### config.mk
export PLATFORM = sky130hd
export DESIGN_NAME = sbus_frame_decoder
export DESIGN_NICKNAME = d
export VERILOG_FILES = /design/src/rtl/core/sbus_pkg.sv /design/src/rtl/core/sbus_frame_decoder.sv /design/src/rtl/core/sbus_assembler.sv
export SDC_FILE = /design/constraint.sdc
export NUM_CORES = 1
export LEC_CHECK = 0
export ABC_CLOCK_PERIOD_IN_PS = 10510
export BUFFER_PORTS_ARGS = -buffer_cell sky130_fd_sc_hd__buf_2
export CAP_MARGIN = 20
export CORE_MARGIN = 2
export CORE_UTILIZATION = 66
export CTS_CLUSTER_DIAMETER = 60
export DETAILED_ROUTE_END_ITERATION = 10
export GPL_ROUTABILITY_DRIVEN = 0
export PLACE_DENSITY = 0.86
export REMOVE_ABC_BUFFERS = 1
export SLEW_MARGIN = 10
export SYNTH_ARGS = -nofsm -noshare
export SYNTH_HDL_FRONTEND = slang
export SYNTH_SLANG_ARGS = --single-unit
### constraint.sdc
create_clock -name clock -period 10.51 [get_ports clock]
set_input_delay 0.5255 -clock clock [delete_from_list [all_inputs] [get_ports clock]]
set_output_delay 0.5255 -clock clock [all_outputs]
set_load 0.02 [all_outputs]
### src/rtl/core/sbus_pkg.sv
// ----------------------------------------------------------------------------
// sbus_pkg
// Shared constants and types for the serial bus frame decoder: frame
// layout, marker bytes, flag bit positions and the frame hand-off struct.
// ----------------------------------------------------------------------------
package sbus_pkg;

   // Marker bytes of a frame.
   localparam logic [7:0] HEADER_BYTE = 8'h0F;
   localparam logic [7:0] FOOTER_BYTE = 8'h00;

   // Frame layout after the header: data bytes, one flag byte, one footer.
   localparam int DATA_BYTES       = 22;
   localparam int FRAME_DATA_WIDTH = DATA_BYTES * 8;
   localparam int IDX_WIDTH        = 5;
   localparam logic [IDX_WIDTH-1:0] FLAG_INDEX   = IDX_WIDTH'(DATA_BYTES);
   localparam logic [IDX_WIDTH-1:0] FOOTER_INDEX = IDX_WIDTH'(DATA_BYTES + 1);

   // Channel unpacking.
   localparam int NUM_CHANNELS = 16;
   localparam int CHAN_WIDTH   = 4;
   localparam int VALUE_WIDTH  = 11;
   localparam logic [CHAN_WIDTH-1:0] LAST_CHANNEL = CHAN_WIDTH'(NUM_CHANNELS - 1);

   // Bit positions inside the flag byte.
   localparam int FAILSAFE_POS = 3;
   localparam int LOST_POS     = 2;

   // Result beat width, padded to whole bytes.
   localparam int RSP_FIELDS_WIDTH = CHAN_WIDTH + VALUE_WIDTH + 2;
   localparam int RSP_WIDTH        = ((RSP_FIELDS_WIDTH + 7) / 8) * 8;

   // Receiver state, one-hot.
   typedef enum logic [1:0] {
      ST_HUNT    = 2'b01,
      ST_COLLECT = 2'b10
   } state_type;

   // A complete, checked frame handed to the channel emitter.
   typedef struct packed {
      logic [FRAME_DATA_WIDTH-1:0] data;
      logic                        failsafe;
      logic                        frame_lost;
   } frame_type;

endpackage

### src/rtl/core/sbus_frame_decoder.sv
// Timing: a good footer beat is followed by channel 0 on the result side
// in the next cycle; channels 1 to 15 follow one per cycle while rsp_tready is high.
// Throughput: one received byte per cycle; one frame emits 16 beats through the single
// channel emitter, and a footer is held back while it is busy.
// Reset (synchronous, active high) returns to the header search and clears
// the result channel; stored frame bytes are not cleared.
// ----------------------------------------------------------------------------
// sbus_frame_decoder
// Serial bus receiver frame decoder: collects one frame from received
// bytes and emits its sixteen 11-bit channels with the frame flags.
// ----------------------------------------------------------------------------
module sbus_frame_decoder
   import sbus_pkg::*;
(
   input  logic                 clock,
   input  logic                 reset,
   // Received byte beats.
   input  logic                 req_tvalid,
   output logic                 req_tready,
   input  logic [7:0]           req_tdata,   // [7:0] rx_byte
   // Channel result beats.
   output logic                 rsp_tvalid,
   input  logic                 rsp_tready,
   output logic [RSP_WIDTH-1:0] rsp_tdata,   // [3:0] channel_index, [14:4] channel_value,
                                             // [15] failsafe, [16] frame_lost, rest zero
   output logic                 rsp_tlast    // last channel of the frame
);

   logic       byte_valid;
   logic       at_footer;
   logic       frame_good;
   frame_type  frame;

   logic                        busy_ff, busy_in;
   logic [CHAN_WIDTH-1:0]       ch_ff, ch_in;
   logic [FRAME_DATA_WIDTH-1:0] emit_ff, emit_in;
   logic                        failsafe_ff, failsafe_in;
   logic                        lost_ff, lost_in;
   logic                        rsp_beat;
   logic                        emit_free;

   sbus_assembler u_assembler (
      .clock      (clock),
      .reset      (reset),
      .byte_valid (byte_valid),
      .rx_byte    (req_tdata),
      .at_footer  (at_footer),
      .frame_good (frame_good),
      .frame      (frame)
   );

   // The emitter is free when idle or when its last beat leaves now.
   assign rsp_beat   = busy_ff && rsp_tready;
   assign emit_free  = !busy_ff || (rsp_beat && (ch_ff == LAST_CHANNEL));
   assign req_tready = !at_footer || emit_free;
   assign byte_valid = req_tvalid && req_tready;

   // Channel emitter: load a good frame, then shift out 11 bits per beat.
   always_comb begin
      busy_in     = busy_ff;
      ch_in       = ch_ff;
      emit_in     = emit_ff;
      failsafe_in = failsafe_ff;
      lost_in     = lost_ff;
      if (rsp_beat) begin
         emit_in = emit_ff >> VALUE_WIDTH;
         ch_in   = ch_ff + 1'b1;
         if (ch_ff == LAST_CHANNEL) begin
            busy_in = 1'b0;
         end
      end
      if (frame_good) begin
         busy_in     = 1'b1;
         ch_in       = '0;
         emit_in     = frame.data;
         failsafe_in = frame.failsafe;
         lost_in     = frame.frame_lost;
      end
   end

   // Control state.
   always_ff @(posedge clock) begin
      if (reset) begin
         busy_ff <= 1'b0;
         ch_ff   <= '0;
      end else begin
         busy_ff <= busy_in;
         ch_ff   <= ch_in;
      end
   end

   // Result payload.
   always_ff @(posedge clock) begin
      emit_ff     <= emit_in;
      failsafe_ff <= failsafe_in;
      lost_ff     <= lost_in;
   end

   // Result beat.
   assign rsp_tvalid = busy_ff;
   assign rsp_tlast  = (ch_ff == LAST_CHANNEL);
   assign rsp_tdata  = {(RSP_WIDTH - RSP_FIELDS_WIDTH)'(0), lost_ff, failsafe_ff,
                        emit_ff[VALUE_WIDTH-1:0], ch_ff};

   // A new frame is loaded only into a free emitter.
   assert property (@(posedge clock) disable iff (reset)
      frame_good |-> emit_free)
      else $error("frame loaded while channels still pending");

   // Every loaded frame starts at channel 0.
   assert property (@(posedge clock) disable iff (reset)
      frame_good |=> rsp_tvalid && ch_ff == '0)
      else $error("frame did not start at channel 0");

   // After the last channel leaves with no new frame, the output goes idle.
   assert property (@(posedge clock) disable iff (reset)
      rsp_beat && rsp_tlast && !frame_good |=> !rsp_tvalid)
      else $error("result valid after last channel");

endmodule

### src/rtl/core/sbus_assembler.sv
// ----------------------------------------------------------------------------
// sbus_assembler
// Hunts for the header byte, shifts the data bytes of a frame into a wide
// register, keeps the flag byte and checks the footer.
// ----------------------------------------------------------------------------
module sbus_assembler
   import sbus_pkg::*;
(
   input  logic      clock,
   input  logic      reset,
   input  logic      byte_valid,   // a byte beat was accepted this cycle
   input  logic [7:0] rx_byte,
   output logic      at_footer,    // the next byte is the footer
   output logic      frame_good,   // footer accepted and correct this cycle
   output frame_type frame
);

   state_type                   state_ff, state_in;
   logic [IDX_WIDTH-1:0]        byte_index_ff, byte_index_in;
   logic [FRAME_DATA_WIDTH-1:0] data_ff, data_in;
   logic [7:0]                  flag_ff, flag_in;

   assign at_footer  = (state_ff == ST_COLLECT) && (byte_index_ff == FOOTER_INDEX);
   assign frame_good = byte_valid && at_footer && (rx_byte == FOOTER_BYTE);

   assign frame.data       = data_ff;
   assign frame.failsafe   = flag_ff[FAILSAFE_POS];
   assign frame.frame_lost = flag_ff[LOST_POS];

   // Header search, byte counting and storage of data and flag bytes.
   always_comb begin
      state_in      = state_ff;
      byte_index_in = byte_index_ff;
      data_in       = data_ff;
      flag_in       = flag_ff;
      if (byte_valid) begin
         unique case (state_ff)
            ST_HUNT: begin
               if (rx_byte == HEADER_BYTE) begin
                  state_in      = ST_COLLECT;
                  byte_index_in = '0;
               end
            end
            ST_COLLECT: begin
               if (byte_index_ff == FOOTER_INDEX) begin
                  // Footer: good or bad, the search starts again.
                  state_in      = ST_HUNT;
                  byte_index_in = '0;
               end else begin
                  if (byte_index_ff == FLAG_INDEX) begin
                     flag_in = rx_byte;
                  end else begin
                     // First data byte ends up in the lowest bits.
                     data_in = {rx_byte, data_ff[FRAME_DATA_WIDTH-1:8]};
                  end
                  byte_index_in = byte_index_ff + 1'b1;
               end
            end
            default: begin
               state_in      = ST_HUNT;
               byte_index_in = '0;
            end
         endcase
      end
   end

   // Control state.
   always_ff @(posedge clock) begin
      if (reset) begin
         state_ff      <= ST_HUNT;
         byte_index_ff <= '0;
      end else begin
         state_ff      <= state_in;
         byte_index_ff <= byte_index_in;
      end
   end

   // Frame payload.
   always_ff @(posedge clock) begin
      data_ff <= data_in;
      flag_ff <= flag_in;
   end

   // The byte counter never runs past the footer.
   assert property (@(posedge clock) disable iff (reset)
      byte_index_ff <= FOOTER_INDEX)
      else $error("byte counter beyond footer");

   // Any accepted footer returns the receiver to the header search.
   assert property (@(posedge clock) disable iff (reset)
      byte_valid && at_footer |=> state_ff == ST_HUNT && byte_index_ff == '0)
      else $error("footer did not restart the header search");

   // A byte other than the header never starts a frame.
   assert property (@(posedge clock) disable iff (reset)
      byte_valid && state_ff == ST_HUNT && rx_byte != HEADER_BYTE |=> state_ff == ST_HUNT)
      else $error("frame started without a header");

endmodule

==> impl_results.md <==
* Hold Path Class: input port to flip-flop
* CP Data Arrival Time at about 4.8 ns
* Syn_area_per_cell at 21.8 um2
* H-tree depth at 2
* Final hold violation count at 0
* Final Net Count at 710
* Core Rows at 53
* DR vias at about 5800
* Worst EP required at 10.64 ns
* Die height at roughly 150 um
* Layout cells sized above 1 at between 30% and 40%
* Drc violations at 0
* Period utilization at between 40 and 50%
* DP Wirelength at 11500 um
* Share of power burned in registers at 58.1%
* Starting DRC count in detailed routing at 382
* Sw frac at a little under a fifth
* CTS tree: built
* Remaining antenna violation count at 0
* Share of the yosys chip area belonging to registers at between 70 and 80%
* Prevailing post-synth register cell: edfxtp_1
* Cts bufs inserted at 36
* Final Instance Count excl. Fillers at between 900 and 1000
* Vias per cell at a little under 6
* Kind of critical path: flip-flop to flip-flop
* Clock power frac at a little over two fifths
* Syn Inst Count at around 660
* Area growth from synthesis to layout at 8.15%
* Post-synth top cells: 356 x edfxtp_1, 139 x mux2_4, 26 x mux2_2
* Die footprint at 22800 um2
* Top post-synthesis cells by area: edfxtp_1 75%, mux2_4 15%, mux2_2 2.0%, dfxtp_1 1.7%, buf_12 1.5%
* Core Area at 21200 um2
* Total Routing Usage GR at 18.9%
* Root Driver: clkbuf_16
* Final Setup Violations at 0
* GRT Residual Overflow at 0
* Comb power frac at less than 1%
* Clock-pin slew on the worst setup and hold paths at approximately 0.060 ns
* Post-CTS setup buffers at 0
* Port buffer count at 31
* Internal power at 0.00223 W
* Ys async rst share at 0%
* Psw at a little over 0.0005 W
* CTS resizes at 0
* Slew Viols, Final at 0
* Status: complete, no violations
* Clk buf depth at 3
* Routed WL at 20800 um
* Placed cells at 932
* Synth area leader: edfxtp_1
* Worst setup SP type: flip-flop
* Worst VDD drop at approximately 0.12 mV
* WHS at approximately 0.23 ns
* Worst slack at placement at between 5 and 6 ns
* Ant diodes at 0
* First-pass GRT wire length at between 30000 and 40000 um
* Setup TNS at 0 ns
* Crit Path Max Fanout at between 60 and 70
* Top Ports at 39
* Initial Util at approximately two thirds
* Total of max-cap violations at 0
* Initial antenna violation count at 0
* TritonCTS Sinks at around 370
* RSZ-0062 raised after global routing: no
* Minimum clock period at between 4 and 5 ns
* Max_slew headroom at 30.2%
* Top cell type's share of synthesized area at between 70 and 80%
* Leakage power at about 5 nW
* Syn Std Cell Area at between 10000 and 15000 um2
* Netlist cell types at 41
* Largest net degree at the start of global routing at 70
* DR pass1 iterations at 5
* PnR worst setup slack at about 6 ns
* Vias in the first global route at around 6200
* Achievable frequency at ~220 MHz
* Worst-Skew Late Latency at between 0.5 and 0.6 ns
* DP Area at between 10000 and 15000 um2
* Post-synth EDFFs at approximately 360
* Skew final at around 0.011 ns
* Final instance area at ~15000 um2
* CP Capture Type: flip-flop
* Wirelength per Cell at between 20 and 25 um
* Flops & latches, synth at 368
* Cts hold-fix bufs at 0
* Chip Width at about 150 um
* Ys Warns at 0
* Pwr dens at between 150 and 200 nW/um2
* Top-count cell post-synth: edfxtp_1
* Actual slew at the worst max-slew pin at approximately 1.0 ns
## through the flow
step           util [%]  total power (W)
2_1_floorplan         -          0.00162
3_3_place_gp       68.1          0.00162
3_5_place_dp       68.1          0.00162
4_1_cts            73.0          0.00275
5_1_grt            73.0          0.00281
6_report           73.0          0.00273
## final cells by class
| cell class | count | area [um2] |
|---|---|---|
| sequential | 368 | 10900 |
| fill | 1130 | 5710 |
| multi-input combinational | 248 | 2920 |
| clock buffer | 42 | 945 |
| tap | 275 | 344 |
| timing repair buffer | 38 | 208 |
| clock inverter | 20 | 90.1 |
| inverter | 3 | 11.3 |
## flip-flops by register name, summed over array words and instances (netlist names)
name                       cells
failsafe_ff                    1
u_assembler.data_ff          176
u_assembler.flag_ff            2
emit_ff                      176
u_assembler.state_ff           2
lost_ff                        1
u_assembler.byte_index_ff      5
ch_ff                          4
rsp_tvalid                     1
## worst max-delay path, stage by stage, from the launching register on
cell,delay (ns)
dfxtp_1,0.44
ha_1,0.29
and4b_1,0.39
nand2_2,0.09
or3_4,0.70
nand2_4,0.86
buf_4,0.69
buf_4,0.71
## power by group through the flow
stage / Sequential, W / Clock, W / Combinational [W]
after CTS: 0.00158 / 0.00116 / 0.00000792
final: 0.00158 / 0.00114 / 0.00000817
after detailed placement: 0.00161 / 0 / 0.00000791
after floorplan: 0.00161 / 0 / 0.00000354
after global placement: 0.00161 / 0 / 0.00000716
after global routing: 0.00158 / 0.00122 / 0.00000859
## logic make-up after synthesis
logic type / Yosys count / share of synthesized area, %
and+or+nand+nor: 52 / 2.13
buffers and inverters: 46 / 3.30
xor gates and xnor gates: 3 / 0.184
DFF: 368 / 76.5
muxes: 166 / 16.7
other: 1 / 0.0263
adders and majority gates: 3 / 0.263
AOI/OAI and AO/OA: 17 / 0.832
## cells in the final DEF, fill, tap and decap left out, types with 2 or more instances in the layout
cell        instances
a211oi_1            2
a21oi_1             3
a41oi_1             2
and2_1             13
buf_2              31
buf_4               7
clkbuf_1            5
clkbuf_16          37
clkinv_1           12
clkinv_2            6
clkinvlp_4          2
conb_1              7
dfxtp_1            12
edfxtp_1          356
ha_1                3
inv_1               3
mux2_2             26
mux2_4            139
nand2_1             6
nand2b_1            3
nand3_1             6
nand4b_1            2
nor2_1              2
nor3_1              8
nor4_1              2
o21a_1              2
o21ai_0             3
xor2_1              2
## path summary, 6_finish.rpt
check                                             startpoint                       end  slack [ns]  cells past startpoint
worst max-delay path            u_assembler.byte_index_ff[0]              emit_ff[132]        5.89                      7
worst max register to register  u_assembler.byte_index_ff[0]              emit_ff[132]        5.89                      7
worst min-delay path                            req_tdata[6]  u_assembler.data_ff[174]        0.23                      1
worst min register to register        u_assembler.flag_ff[3]               failsafe_ff        0.43                      0
## metal layers
metal	routed length, um	up-vias	GRT usage (%)
li1	-	2624	-
met1	7920	2954	21.3
met3	780	58	3.46
met5	0	-	0
met4	650	0	7.43
met2	11400	155	35.4
No activity file was read; power rests on OpenSTA's default activity.
